--- src/hdl/tcce_pkg.sv ---
// shared types and codes of the text console cursor engine
// no dependencies; imported by every engine module but tcce_fifo
`default_nettype none

package tcce_pkg;

    // input word
    typedef struct packed {
        logic [1:0]        action;
        logic [7:0]        char_code;
        logic signed [7:0] position_row;
        logic signed [7:0] position_col;
        logic [7:0]        cell_attr;
    } in_word_t;

    // result word
    typedef struct packed {
        logic [4:0] cursor_row_out;
        logic [6:0] cursor_col_out;
        logic [7:0] read_char;
        logic [7:0] read_attr;
        logic       scrolled;
    } out_word_t;

    // action codes of the input word
    localparam logic [1:0] ACT_PUT   = 2'd0;
    localparam logic [1:0] ACT_CLEAR = 2'd1;
    localparam logic [1:0] ACT_DRAW  = 2'd2;
    localparam logic [1:0] ACT_READ  = 2'd3;

    // classified commands handed from front to back
    localparam logic [2:0] OP_CHAR      = 3'd0;
    localparam logic [2:0] OP_NEWLINE   = 3'd1;
    localparam logic [2:0] OP_BACKSPACE = 3'd2;
    localparam logic [2:0] OP_CLEAR     = 3'd3;
    localparam logic [2:0] OP_DRAW      = 3'd4;
    localparam logic [2:0] OP_READ      = 3'd5;
    localparam logic [2:0] OP_NOP       = 3'd6;

    localparam logic [7:0] CHR_NEWLINE   = 8'h0A;
    localparam logic [7:0] CHR_BACKSPACE = 8'h08;
    localparam logic [7:0] CHR_SPACE     = 8'h20;
    localparam logic [7:0] ATTR_RESET    = 8'h0F;

    typedef struct packed {
        logic [2:0] op;
        logic [7:0] ch;
        logic [6:0] row;
        logic [6:0] col;
        logic [7:0] attr;
    } cmd_t;

endpackage

`default_nettype wire

--- src/hdl/tcce_front.sv ---
// front end: takes input words and classifies them into back-end commands
// depends on tcce_pkg
`default_nettype none

module tcce_front import tcce_pkg::*; #(
    parameter int COLUMNS = 80,
    parameter int ROWS    = 25
) (
    input  in_word_t in_data,
    input  logic     push,
    output logic     full,
    input  logic     q_full,
    input  logic     busy,
    output logic     q_push,
    output cmd_t     q_cmd
);

    logic row_ok;
    logic col_ok;
    logic on_screen;

    assign full   = q_full || busy;
    assign q_push = push && !full;

    // off-screen when negative or past the last row or column
    assign row_ok    = !in_data.position_row[7] && (in_data.position_row[6:0] < 7'(ROWS));
    assign col_ok    = !in_data.position_col[7] && (in_data.position_col[6:0] < 7'(COLUMNS));
    assign on_screen = row_ok && col_ok;

    always_comb
    begin
        q_cmd.ch   = in_data.char_code;
        q_cmd.row  = in_data.position_row[6:0];
        q_cmd.col  = in_data.position_col[6:0];
        q_cmd.attr = in_data.cell_attr;
        case (in_data.action)
            ACT_PUT:
            begin
                if (in_data.char_code == CHR_NEWLINE)
                begin
                    q_cmd.op = OP_NEWLINE;
                end
                else if (in_data.char_code == CHR_BACKSPACE)
                begin
                    q_cmd.op = OP_BACKSPACE;
                end
                else
                begin
                    q_cmd.op = OP_CHAR;
                end
            end
            ACT_CLEAR: q_cmd.op = OP_CLEAR;
            ACT_DRAW:  q_cmd.op = on_screen ? OP_DRAW : OP_NOP;
            ACT_READ:  q_cmd.op = on_screen ? OP_READ : OP_NOP;
            default:   q_cmd.op = OP_NOP;
        endcase
    end

endmodule

`default_nettype wire

--- config.mk ---
export PLATFORM = sky130hd
export DESIGN_NAME = tcce_front
export DESIGN_NICKNAME = d
export VERILOG_FILES = /design/src/hdl/tcce_pkg.sv /design/src/hdl/tcce_front.sv
export SDC_FILE = /design/constraint.sdc
export NUM_CORES = 1
export LEC_CHECK = 0
export ABC_CLOCK_PERIOD_IN_PS = 900
export BUFFER_PORTS_ARGS = -buffer_cell sky130_fd_sc_hd__buf_2
export CAP_MARGIN = 15
export CORE_MARGIN = 2
export CORE_UTILIZATION = 25
export DETAILED_ROUTE_END_ITERATION = 6
export PLACE_DENSITY = 0.89
export SYNTH_ARGS = -nofsm -noshare
export SYNTH_HDL_FRONTEND = slang
export SYNTH_SLANG_ARGS = --single-unit
--- constraint.sdc ---
create_clock -name vclk -period 0.9
set_input_delay 0.18 -clock vclk [all_inputs]
set_output_delay 0.18 -clock vclk [all_outputs]
set_load 0.02 [all_outputs]
# After elaboration in Yosys (flattened, before gate mapping)
# Index checks and enable logic that the tools add are counted.
# word_totals
word_cells	21
register_bits	0
# op_classes
n_lt_le_gt_ge	2
muxes	5
n_eq_ne	5
reduce_logical	9
# op_table
op	count
equality test 8 x 4 -> 1 bit (second input constant)	2
case mux 3 bit (4 select lines)	1
2-to-1 mux 2 bit	4
less-than comparator 7 x 5 -> 1 bit (second input constant)	1
less-than comparator 7 bit (second input constant)	1
equality test 2 bit (second input constant)	2
logical AND 1 bit	4
logical NOT 1 bit	3
equality test 2 x 1 -> 1 bit (second input constant)	1
logical NOT 2 bit	1
logical OR 1 bit	1

# Depth between registers and ports, before layout
# depth
ltp_word	5
ltp_mapped	3
mapped_depth_nobuf	3

# Least setup slack after synthesis
# No wires, ideal clock.
# synth_timing
kind	input -> output
start	input in_data[28] (netlist bit)
end	output q_cmd[30] (netlist bit)
stages	3
slack_ns	-0.214
arrival_time_ns	0.934
path_cell_list	nor4_4 -> a41oi_1 -> a21oi_1
# synth_lines
element	line_no	source
from (decl)	tcce_front.sv:9	input in_word_t in_data,
to (decl)	tcce_front.sv:15	output cmd_t q_cmd

==> reports/metrics.yaml <==
critical_path:
  critical-path-slowest-cell: "nor4_4"
  crit_chain: "buf_8 -> nor4_4 -> nand3b_1 -> a2bb2oi_4 -> buf_6"
  crit_required_ps: 720
  cp-start-kind: "input port"
  critPathCaptureType: "output port"
  path_class: "input port to output port"
  path_max_fanout: 2
  crit_path_max_incr_delay_ps: 300
  crit_arrival_ps: 1030
timing:
  slew_headroom_pct: 83.68
  setup_viol_count_final: 3
  drv_slew: 0
  min_period_ps: 1209
  rsz0062_at_grt: "yes"
  timing.final.ws_setup_ps: -308.8
  timing.final.crit_share_pct: 134.3
  timing.final.hold_violations: 0
  worst_slew_pin_slew_ps: 243.0
  max_freq_mhz: 827.3
outcome:
  violations: "negative setup slack"
  status: "finished with violations"
routing:
  via_per_inst: 4.235
  first_pass_iters: 3
  postRouteAntennaNets: 0
  drtIter0Drc: 2
  vias: 343
  routedWlPerCell_um: 11.99
  routed_wl_um: 971
  route.detailed.drc: 0
layout:
  design.seq.count: 0
  diodes: 0
  nClkBuffers: 0
  area_growth_pct: 62.17
  register_area_um2: 0
  finish.instance_area_um2: 541.8
  multi_input_area_um2: 186.4
  num-nets-final: 105
  stdcell_count: 81
  fillers: 143
  drive_gt1_share_pct: 92.42
die:
  initial_core_util_pct: 26.33
  rows: 13
  die_h_um: 40.56
  chipWidth_um: 40.56
  io_pins: 72
  core_um2: 1269
  die_area_um2: 1645
power_and_ir_drop:
  p_leak_nw: 0.2690
  power_density_nw_per_um2: 547.8
  vdd_drop_max_v: 0.0001481
grt:
  grt_max_degree: 5
  grt_pass1_wl_mm: 1.269
  grt-ovfl-total: 0
  antenna_found_initial: 0
  grt_usage_pct: 10.92
  grt_pass1_vias: 304
clocking:
  cts_setup_buffers: 0
worst_hold_path:
  hold_class: "input port to output port"
logic_synthesis:
  syn_inst: 46
  synth_cell_type_count: 15
  syn_area_um2: 334.1
  yosysWarningCount: 0
  synth_seq_area_share_pct: 0
  syn_area_per_cell_um2: 7.262
  syn_nets: 83
placed_design:
  numPortBuffers: 48
  pre_cts_ws_ps: -371.0
  dp_hpwl_um: 802.8
  gp_congestion: 0.5726
  place_inst: 81
  dpl_cell_area_um2: 449.2
run:
  drv_cap: 0
path summary, 6_finish.rpt:
check | start | end | slack, ps | depth (start not counted)
worst max-delay path | in_data[24] | q_cmd[31] | -310 | 5
worst min-delay path | in_data[2] | q_cmd[2] | 360 | 0
final cells by class:
| cell class | instances | share of cell area (%) |
|---|---|---|
| Inverter | 2 | 1.386 |
| Multi-Input combinational cell | 13 | 34.41 |
| Timing Repair Buffer | 51 | 60.74 |
| Tap cell | 15 | 3.464 |
metal layers:
layer / track usage, % / part of all wire (%) / wire length, µm / vias up
met5: 0 / 0 / 0 / -
met4: 0 / 0 / 0 / 0
met3: 1.111 / 10 / 97 / 0
met2: 23.02 / 65 / 635 / 17
met1: 11.86 / 25 / 239 / 164
li1: - / - / - / 162
per-stage QoR:
stage / total power, mW / setup TNS, ps / hold slack, ps / utilization (%)
2_1_floorplan: 0.2537 / -201.0 / 417.1 / -
3_3_place_gp: 0.2454 / -724.7 / 360.1 / 35.40
3_5_place_dp: 0.2512 / -774.0 / 360.1 / 35.40
4_1_cts: 0.2915 / -624.8 / 360.1 / 41.91
5_1_grt: 0.3177 / -738.3 / 360.0 / 42.70
6_report: 0.2968 / -614.9 / 360.0 / 42.70
synthesized netlist by cell type:
cell type  number  area [µm²]
a41oi_1         1       8.760
nor4_4          1       21.27
nand3b_1        1       7.510
nand3_1         1       5.000
o311ai_1        1       8.760
inv_1           2       7.510
a21oi_1         1       5.000
nor3b_1         1       7.510
buf_4          30       225.2
o21ai_0         1       5.000
clkbuf_1        1       3.750
nor4_1          1       6.260
a2bb2oi_1       1       8.760
or2_1           1       6.260
nor2_1          2       7.510
critical path, delay by kind of cell:
family	cells	cell delay, ps
AND/OR/NAND/NOR	2	470
buffers and inverters	2	230
AO/OA/AOI/OAI	1	150
power by group:
| group | switching, mW | internal [mW] |
|---|---|---|
| clock | 0 | 0 |
| sequential | 0 | 0 |
| combinational | 0.156 | 0.141 |
| total | 0.156 | 0.141 |
cell usage in the layout, fill, tap and decap left out:
cell type,netlist,layout
a21oi_4,0,1
a2bb2oi_4,0,1
a41oi_2,0,1
buf_2,0,38
buf_4,30,3
buf_6,0,9
buf_8,0,1
inv_1,2,2
nand3_2,0,1
nand3b_1,1,1
nor2_1,2,1
nor2_4,0,1
nor3b_2,0,1
nor4_4,1,2
o21ai_1,0,1
o311ai_4,0,1
or2_4,0,1
kinds of logic (layout without fill, tap and decap cells):
logic type	count (synthesis)	after routing	share of synthesized area, %
buffers and inverters	33	53	70.79
AOI/OAI and AO/OA	5	5	10.86
and+or+nand+nor	8	8	18.36
repair_timing:
item,CTS,global route
pin swaps,7,3
resized for setup,18,3
gates cloned,0,0
endpoints found under the hold margin,0,0
setup endpoints to repair,3,3
hold buffers,0,0
Note: power is estimated with default switching activity, not from simulation.
