<file path="src/hdl/tcce_fifo.sv">
// two-entry word queue, used between front and back and on the result side
// standalone; word type set by parameter
`default_nettype none

module tcce_fifo #(
    parameter type word_t = logic [7:0]
) (
    input  logic  clk,
    input  logic  rst_n,
    input  logic  wr_en,
    input  word_t wr_data,
    output logic  full,
    input  logic  rd_en,
    output word_t rd_data,
    output logic  empty
);

    word_t      slot_reg [2];
    logic       wr_ptr_reg;
    logic       wr_ptr_next;
    logic       rd_ptr_reg;
    logic       rd_ptr_next;
    logic [1:0] count_reg;
    logic [1:0] count_next;
    logic       do_wr;
    logic       do_rd;

    assign full    = (count_reg == 2'd2);
    assign empty   = (count_reg == 2'd0);
    assign do_wr   = wr_en && !full;
    assign do_rd   = rd_en && !empty;
    assign rd_data = slot_reg[rd_ptr_reg];

    always_comb
    begin
        wr_ptr_next = do_wr ? !wr_ptr_reg : wr_ptr_reg;
        rd_ptr_next = do_rd ? !rd_ptr_reg : rd_ptr_reg;
        count_next  = count_reg;
        if (do_wr && !do_rd)
        begin
            count_next = count_reg + 2'd1;
        end
        else if (do_rd && !do_wr)
        begin
            count_next = count_reg - 2'd1;
        end
    end

    always_ff @(posedge clk or negedge rst_n)
    begin
        if (!rst_n)
        begin
            wr_ptr_reg <= 1'b0;
            rd_ptr_reg <= 1'b0;
            count_reg  <= 2'd0;
        end
        else
        begin
            wr_ptr_reg <= wr_ptr_next;
            rd_ptr_reg <= rd_ptr_next;
            count_reg  <= count_next;
        end
    end

    always_ff @(posedge clk)
    begin
        if (do_wr)
        begin
            slot_reg[wr_ptr_reg] <= wr_data;
        end
    end

endmodule

`default_nettype wire

</file>
<file path="config.mk">
export PLATFORM = sky130hd
export DESIGN_NAME = tcce_fifo
export DESIGN_NICKNAME = d
export VERILOG_FILES = /design/src/hdl/tcce_fifo.sv
export SDC_FILE = /design/constraint.sdc
export NUM_CORES = 1
export LEC_CHECK = 0
export ABC_AREA = 0
export ABC_CLOCK_PERIOD_IN_PS = 2600
export BUFFER_PORTS_ARGS = -buffer_cell sky130_fd_sc_hd__clkbuf_2
export CAP_MARGIN = 20
export CORE_ASPECT_RATIO = 0.75
export CORE_MARGIN = 3
export CORE_UTILIZATION = 30
export CTS_CLUSTER_DIAMETER = 200
export DETAILED_ROUTE_END_ITERATION = 16
export PLACE_DENSITY = 0.51
export SLEW_MARGIN = 0
export SYNTH_ARGS = -nofsm -noshare
export SYNTH_HDL_FRONTEND = slang
export SYNTH_SLANG_ARGS = --single-unit
</file>
<file path="constraint.sdc">
create_clock -name clk -period 2.6 [get_ports clk]
set_input_delay 0.13 -clock clk [delete_from_list [all_inputs] [get_ports clk]]
set_output_delay 0.13 -clock clk [all_outputs]
set_load 0.02 [all_outputs]
</file>
; After elaboration in Yosys (flattened, before gate mapping)
; Memory sizes are Yosys's and may differ from the RTL's.
; Cells that the tools add are included.
[op_classes]
addsub = 2
eq_ne = 1
mux = 4
n_reduce_logical = 12
[ops]
columns = operator, count
row1 = 1-bit zero test, 6
row2 = 1-bit logical AND, 4
row3 = 2-bit 2-to-1 mux, 2
row4 = 2-bit by 1-bit adder with 2-bit output (second input constant), 1
row5 = 2-bit equality test (second input constant), 1
row6 = 2-bit zero test, 1
row7 = 1-bit 2-to-1 mux, 2
row8 = 2-bit nonzero test, 1
row9 = 2-bit by 1-bit subtractor with 2-bit output (second input constant), 1
[word_totals]
reg_bits = 4
mem_bits_rw = 16
output_inout_bits = 10
wordCells = 23
n_memories = 1
[memory_table]
columns = memory, depth, width, rd, rd_ports_with_merged_regs, wr, line_no
row1 = slot_reg, 2, 8, 1, 0, 1, 18  ; word_t slot_reg [2];

; Logic depth before layout (Yosys ltp)
; Gate-level depths: netlist of the first run.
[logic_depth]
word_depth = 7
ltp_mapped = 7
ltp_nobuf = 7

; Least setup slack after synthesis of the first run
; No wires, ideal clock.
[synth_path]
path_type = register -> register
start = register count_reg[0]
end = memory slot_reg[0][0] (netlist name) (enable)
setup_ns = 0.370
t_arrival_ns = 1.022
slack_ns = 1.208
stages_incl_launch_ff = 4
path_cell_list = dfrtp_1 nand2b_1 nand2_2 nor2_1
[synth_via]
elab_chain_cells = 5
[synth_rtl]
columns = item, line_no
row1 = start: declaration, 23  ; logic [1:0] count_reg;
row2 = start signal: assignment, 61  ; count_reg <= count_next;
row3 = 2-bit equality test, 28  ; assign full = (count_reg == 2'd2);
row4 = 1-bit zero test, 30  ; assign do_wr = wr_en && !full;
row5 = 1-bit logical AND, 30
row6 = 1-bit 2-to-1 mux, 67  ; if (do_wr)
row7 = 1-bit 2-to-1 mux (not written as such), 69  ; slot_reg[wr_ptr_reg] <= wr_data;
row8 = end: declaration, 18
; Every way passes these cells.

; Final worst setup path of the first run
[layout_path]
start = register count_reg[0]
end = memory slot_reg[0][7] (netlist name) (enable)
; Same word-level chain as after synthesis.

==> metrics.md, run 1 <==
| Metric | Value |
|---|---|
| Status | `finished clean` |
| Drt via density | `4.165` |
| Final Cycle Share | `61.96%` |
| Wirelength per Cell | `11.63 um` |
| Worst hold path endpoint | `slot_reg[1][6]$_DFFE_PP_` |
| R2r endpoint | `slot_reg[0][7]$_DFFE_PP_` |
| Slew margin rel. | `54.84%` |
| Worst reg2reg path depth | `3` |
| Die Area | `3262 sq um` |
| Initial antenna violation count | `0` |
| Slowest cell delay on critical path | `0.53 ns` |
| Initial Util | `32.81%` |
| Vias in the first global route | `423` |
| Final Hold Fails | `0` |
| Critical path buffer and inverter count | `0` |
| Clk root buf | `clkbuf_4` |
| Worst R2R Start | `count_reg[0]$_DFFE_PN0P_` |
| Switching part of the total power | `36.06%` |
| Max Cap Viol | `0` |
| Req. time, crit path | `2.53 ns` |
| Drt pass-1 iters | `3` |
| RSZ-0062 raised after global routing | `no` |
| Leakage power | `0.3972 nW` |
| Post-synth EDFFs | `16` |
| Fmax | `620.7 MHz` |
| FFs w/ async S/R, synth | `20.00%` |
| Largest area contributor in the netlist | `edfxtp_1` |
| Die width | `64.96 um` |
| Setup_tns | `0 ns` |
| Initial drt markers | `8` |
| Post-synth cell types | `15` |
| Pwr/cell area | `1087 nW/um^2` |
| First-pass GRT wire length | `1.973 mm` |
| Fin nets | `83` |
| Post-CTS sizing | `0` |
| Clock skew | `0.006615 ns` |
| Post CTS Setup Buffer Count | `0` |
| Synthesized area | `782.0 sq um` |
| Die H | `50.22 um` |
| Ranking of synthesized cells by area | `edfxtp_1 61%, dfrtp_1 13%, mux2_1 8.6%, mux2_2 2.9%, xnor2_1 2.2%` |
| # port buffers | `21` |
| Vias post-DR | `429` |
| CP delay by family, top | `simple AND/OR/NAND/NOR gates` |
| Sequential power share | `49.5%` |
| Combinational share of power | `36.8%` |
| Switch Pwr | `0.3768 mW` |
| Area share of and/or/nand/nor cells after synthesis | `3.840%` |
| Synth top area share | `61.44%` |
| Slew Limit Fails | `0` |
| Maximum root-to-sink buffer count | `2` |
| Largest net degree at the start of global routing | `12` |
| Ys flop type | `edfxtp_1` |
| Antenna fix cells | `0` |
| Synth Area in Compound Gates | `0.6400%` |
| Crit end category | `flip-flop` |
| Max reg flops | `16` |
| Sequential share of the synthesized area | `74.24%` |
| Syn_nets | `57` |
| Worst hold start | `wr_data[6]` |
| Total CTS buffers | `3` |
| Routability congestion estimate | `0.7208` |
| Final ANT Viol Nets | `0` |
| CP max stage cell | `nor2_1` |
| Hold Crit Class | `in2reg` |
| H-tree depth | `1` |
| Critical path type | `reg2reg` |
| Final cell count without fillers | `103` |
| Adder and majority cell fraction of the synthesized area | `1.600%` |
| Row Count | `15` |
| Hold Buf Count CTS | `1` |
| Reg clk slew, reported paths | `0.10 ns` |
| Syn Inst Count | `44` |
| Placed insts | `98` |
| Setup-failing EPs final | `0` |
| Crit-path cells | `nand2b_1, nand2_2, nor2_1` |
| Yosys reg bits | `20` |
| Grt ovf | `0` |
| CTS tree | `done` |
| Largest family of logic cells by synthesized area | `multiplexers` |
| Synth top cells by count | `16 x edfxtp_1, 6 x mux2_1, 4 x dfrtp_1` |
| Fraction of layout cells with a size suffix above 1 | `40.58%` |
| Post-synthesis mux area share | `11.52%` |
| Post-Synth XOR/XNOR Area | `6.560%` |
| DRC Markers | `0` |
| WHS Path Cells | `1` |
| Layout area overhead | `22.88%` |
| Worst Max-Slew Pin Slew | `0.6749 ns` |
| Top-count cell post-synth | `edfxtp_1` |
| Yosys warns | `0` |
| Crit path time final | `1.611 ns` |
| CTS sink count | `20` |
| Max VDD drop | `0.4203 mV` |
| Total track usage | `8.582%` |
| Synth Area per Inst | `17.77 sq um` |
| Internal power | `0.6682 mW` |
| Flop-to-flop setup slack | `0.99 ns` |
| Startpoint Class | `flip-flop` |
| Worst-path fanout max | `8` |
| Core area | `2384 sq um` |
| I/O pins | `22` |
| Crit path DAT | `1.54 ns` |
| Clk_lat worst skew | `0.29 ns` |
| Routed WL | `1.198 mm` |
| Clk pwr share | `13.6%` |
[routing by layer]
metal | routed length, um | up-vias | global-route usage (%) | share of wire (%)
li1 | - | 208 | - | -
met1 | 576 | 201 | 10.33 | 48
met2 | 498 | 16 | 11.88 | 42
met3 | 97 | 4 | 4.698 | 8.1
met4 | 25 | 0 | 5.263 | 2.1
met5 | 0 | - | 0 | 0
[area by class of cell]
cell class	instances	area, sq um
clock buffer	3	22.52
clock inverter	1	3.754
fill	241	1423
inverter	2	7.507
multi-input combinational	21	188.9
sequential	20	580.6
tap	34	42.54
timing repair buffer	22	115.1
[how the worst max path moves through the flow]
stage	startpoint	endpoint	slack (ns)	depth (start not counted)
6_report	count_reg[0]$_DFFE_PN0P_	slot_reg[0][7]$_DFFE_PP_	0.99	3
2_1_floorplan	count_reg[0]$_DFFE_PN0P_	slot_reg[0][0]$_DFFE_PP_	1.21	3
5_1_grt	count_reg[0]$_DFFE_PN0P_	slot_reg[0][4]$_DFFE_PP_	0.86	3
4_1_cts	count_reg[0]$_DFFE_PN0P_	slot_reg[0][7]$_DFFE_PP_	0.94	3
3_3_place_gp	count_reg[0]$_DFFE_PN0P_	slot_reg[0][6]$_DFFE_PP_	1.05	3
3_5_place_dp	count_reg[0]$_DFFE_PN0P_	slot_reg[0][6]$_DFFE_PP_	0.96	3
[cells in the final DEF, fill, tap and decap left out]
cell	count
edfxtp_1	16
nand2b_1	1
dfrtp_1	4
ha_1	1
clkinv_1	1
nor2_1	3
o21ai_1	1
clkbuf_4	3
inv_1	2
dlygate4sd3_1	1
xor2_1	2
xnor2_1	2
clkbuf_2	21
mux2_1	6
xnor2_2	1
mux2_2	2
and3_1	1
nand2_2	1
[power by group through the flow]
stage | clock network (mW) | logic [mW] | registers [mW]
after floorplan | 0 | 0.309 | 0.488
after global placement | 0 | 0.388 | 0.524
after detailed placement | 0 | 0.387 | 0.528
after CTS | 0.152 | 0.393 | 0.521
after global routing | 0.164 | 0.424 | 0.530
final | 0.142 | 0.385 | 0.518
[stage by stage]
stage                     utilization [%]  hold slack [ns]  instance area [sq um]  total power [mW]  setup slack [ns]
after global routing                40.32         0.001810                  960.9             1.118            0.8557
final                               40.32          0.01605                  960.9             1.045            0.9890
after detailed placement            38.79         -0.05446                  924.6            0.9159            0.9579
after global placement              38.79         -0.05388                  924.6            0.9117             1.049
after floorplan                         -          -0.1656                  782.0            0.7967             1.208
after CTS                           40.32         0.001878                  960.9             1.067            0.9448
[cells by family (layout without fill, tap and decap cells)]
| kind of cell | Yosys count | after routing |
|---|---|---|
| compound gates | 1 | 1 |
| xor+xnor | 5 | 5 |
| fa+ha+maj | 1 | 1 |
| buf+inv | 3 | 28 |
| flops | 20 | 20 |
| mux | 8 | 8 |
| simple gates | 6 | 6 |
No activity file was read; power rests on OpenSTA's default activity.
==> inputs of run 2 (changes only) <==
--- a/config.mk
+++ b/config.mk
@@ -6,7 +6,7 @@
 export NUM_CORES = 1
 export LEC_CHECK = 0
 export ABC_AREA = 0
-export ABC_CLOCK_PERIOD_IN_PS = 2600
+export ABC_CLOCK_PERIOD_IN_PS = 1330
 export BUFFER_PORTS_ARGS = -buffer_cell sky130_fd_sc_hd__clkbuf_2
 export CAP_MARGIN = 20
 export CORE_ASPECT_RATIO = 0.75
@@ -14,7 +14,7 @@
 export CORE_UTILIZATION = 30
 export CTS_CLUSTER_DIAMETER = 200
 export DETAILED_ROUTE_END_ITERATION = 16
-export PLACE_DENSITY = 0.51
+export PLACE_DENSITY = 0.53
 export SLEW_MARGIN = 0
 export SYNTH_ARGS = -nofsm -noshare
 export SYNTH_HDL_FRONTEND = slang
==> constraint.sdc (replaced) <==
create_clock -name clk -period 1.33 [get_ports clk]
set_input_delay 0.0665 -clock clk [delete_from_list [all_inputs] [get_ports clk]]
set_output_delay 0.0665 -clock clk [all_outputs]
set_load 0.02 [all_outputs]
==> metrics.md, run 2 (synthesized netlist as in run 1, its figures left out) <==
| Metric | Value |
|---|---|
| Final Hold Fails | `0` |
| Flop-to-flop setup slack | `0 ns` |
| Largest net degree at the start of global routing | `13` |
| RSZ-0062 raised after global routing | `yes` |
| Maximum root-to-sink buffer count | `2` |
| Initial Util | `32.81%` |
| Hold Crit Class | `in2reg` |
| CP delay by family, top | `flip-flops` |
| Startpoint Class | `flip-flop` |
| Fin Hold WS | `0.07513 ns` |
| Crit path DAT | `1.30 ns` |
| Slowest cell delay on critical path | `0.44 ns` |
| Worst hold start | `wr_en` |
| Max Cap Viol | `0` |
| Status | `finished with violations` |
| Final ANT Viol Nets | `0` |
| Row Count | `15` |
| Initial antenna violation count | `0` |
| Switching part of the total power | `30.58%` |
| Commonest non-fill, non-tap cells in the layout | `16 x edfxtp_1, 11 x clkbuf_2, 11 x buf_4` |
| First-pass GRT wire length | `2.304 mm` |
| Vias post-DR | `511` |
| Vias in the first global route | `535` |
| Crit path time final | `1.371 ns` |
| Worst R2R Start | `count_reg[0]$_DFFE_PN0P_` |
| Switch Pwr | `0.9274 mW` |
| Total track usage | `9.503%` |
| Slew margin rel. | `88.58%` |
| I/O pins | `22` |
| CTS sink count | `20` |
| CTS tree | `done` |
| Fin nets | `104` |
| HPWL Detailed | `981.8 um` |
| Critical path type | `reg2out` |
| Total CTS buffers | `3` |
| Core area | `2384 sq um` |
| Combinational share of power | `51.5%` |
| Setup-failing EPs final | `8` |
| Violated checks | `setup timing` |
| Initial drt markers | `4` |
| Max VDD drop | `0.9319 mV` |
| Commonest non-fill, non-tap cell in the layout | `edfxtp_1` |
| Layout area overhead | `69.44%` |
| Die width | `64.96 um` |
| Drt via density | `4.121` |
| Worst setup margin | `-0.04055 ns` |
| Worst Max-Slew Pin Slew | `0.1713 ns` |
| Antenna fix cells | `0` |
| CP max stage cell | `dfrtp_2` |
| # port buffers | `21` |
| Crit-path cells | `buf_6, mux2_4, buf_8` |
| Drt pass-1 iters | `4` |
| Worst-path fanout max | `4` |
| Final Cycle Share | `103.0%` |
| Clock skew | `0.001594 ns` |
| Die Area | `3262 sq um` |
| Req. time, crit path | `1.26 ns` |
| Clk_lat worst skew | `0.29 ns` |
| Reg clk slew, reported paths | `0.11 ns` |
| H-tree depth | `1` |
| Wirelength per Cell | `12.10 um` |
| Fraction of layout cells with a size suffix above 1 | `62.22%` |
| Grt ovf | `0` |
| Crit end category | `output port` |
| Pwr/cell area | `2289 nW/um^2` |
| Worst hold path endpoint | `wr_ptr_reg$_DFFE_PN0P_` |
| Fmax | `729.6 MHz` |
| Die H | `50.22 um` |
| Internal power | `2.105 mW` |
| Routed WL | `1.501 mm` |
| Critical path buffer and inverter count | `2` |
| Setup_tns | `-0.3020 ns` |
| Clk root buf | `clkbuf_4` |
| Leakage power | `0.5726 nW` |
| Clk pwr share | `15.8%` |
| R2r endpoint | `count_reg[1]$_DFFE_PN0P_` |
| DRC Markers | `0` |
| Sequential power share | `32.7%` |
| WHS Path Cells | `3` |
| Worst reg2reg path depth | `7` |
| Routability congestion estimate | `0.7305` |
| Slew Limit Fails | `0` |
| Max reg flops | `16` |
-- run 2: cell count changes in the layout (fill, tap and decap cells not counted), sizes merged --
cell | previous run | this run
buf | 0 | 23
clkbuf | 24 | 14
dlygate4sd3 | 1 | 9
bufinv | 0 | 1
clkinv | 1 | 0
-- run 2: power by group through the flow --
stage	clock network (mW)	logic [mW]	registers, mW
finish	0.480	1.56	0.992
global placement	0	0.925	1.02
floorplan	0	0.632	0.963
detailed placement	0	0.930	1.04
CTS	0.501	1.42	0.986
global route	0.520	1.66	1.01
-- run 2: worst max-delay path by stage --
| stage | start | end | depth (start not counted) |
|---|---|---|---|
| floorplan | count_reg[0]$_DFFE_PN0P_ | slot_reg[0][0]$_DFFE_PP_ | 3 |
| global placement | count_reg[1]$_DFFE_PN0P_ | count_reg[1]$_DFFE_PN0P_ | 5 |
| detailed placement | count_reg[0]$_DFFE_PN0P_ | count_reg[1]$_DFFE_PN0P_ | 7 |
| global route | rd_ptr_reg$_DFFE_PN0P_ | rd_data[7] | 3 |
| finish | rd_ptr_reg$_DFFE_PN0P_ | rd_data[3] | 3 |
| CTS | rd_ptr_reg$_DFFE_PN0P_ | rd_data[3] | 3 |
-- run 2: cell type report --
| class | count | area, sq um |
|---|---|---|
| clock buffer | 3 | 22.52 |
| sequential | 20 | 583.1 |
| multi-input combinational | 21 | 249.0 |
| fill | 212 | 1059 |
| inverter | 2 | 10.01 |
| clock inverter | 1 | 30.03 |
| timing repair buffer | 43 | 387.9 |
| tap | 34 | 42.54 |
-- run 2: per-stage QoR --
step                instance area (sq um)  power, mW  instances  setup WS, ns  util (%)
floorplan                           797.0      1.595         44      -0.03175         -
global placement                    997.2      1.948        104     -0.008196     41.84
detailed placement                  997.2      1.965        104      -0.04051     41.84
CTS                                  1286      2.911        123      -0.06743     53.96
global route                         1325      3.197        124      -0.09313     55.59
finish                               1325      3.033        124      -0.04055     55.59
-- run 2: worst min-delay path, stage by stage --
cell,delay (ns)
clkbuf_2,0.11
nand2_4,0.10
xnor2_2,0.06
-- run 2: timing repair --
| item | CTS | global route |
|---|---|---|
| hold buffers | 9 | 0 |
| buffers inserted | 6 | 1 |
| cloned | 0 | 0 |
| endpoints found under the hold margin | 20 | 0 |
| setup endpoints to repair | 9 | 10 |
| resized for setup | 27 | 18 |
| pin swaps | 1 | 0 |
-- run 2: routing by layer --
layer / share of wire, % / up-vias / GRT usage, %
li1: - / 250 / -
met3: 6.5 / 2 / 4.251
met1: 45 / 241 / 11.49
met2: 48 / 18 / 16.13
met4: 0.60 / 0 / 1.053
met5: 0 / - / 0
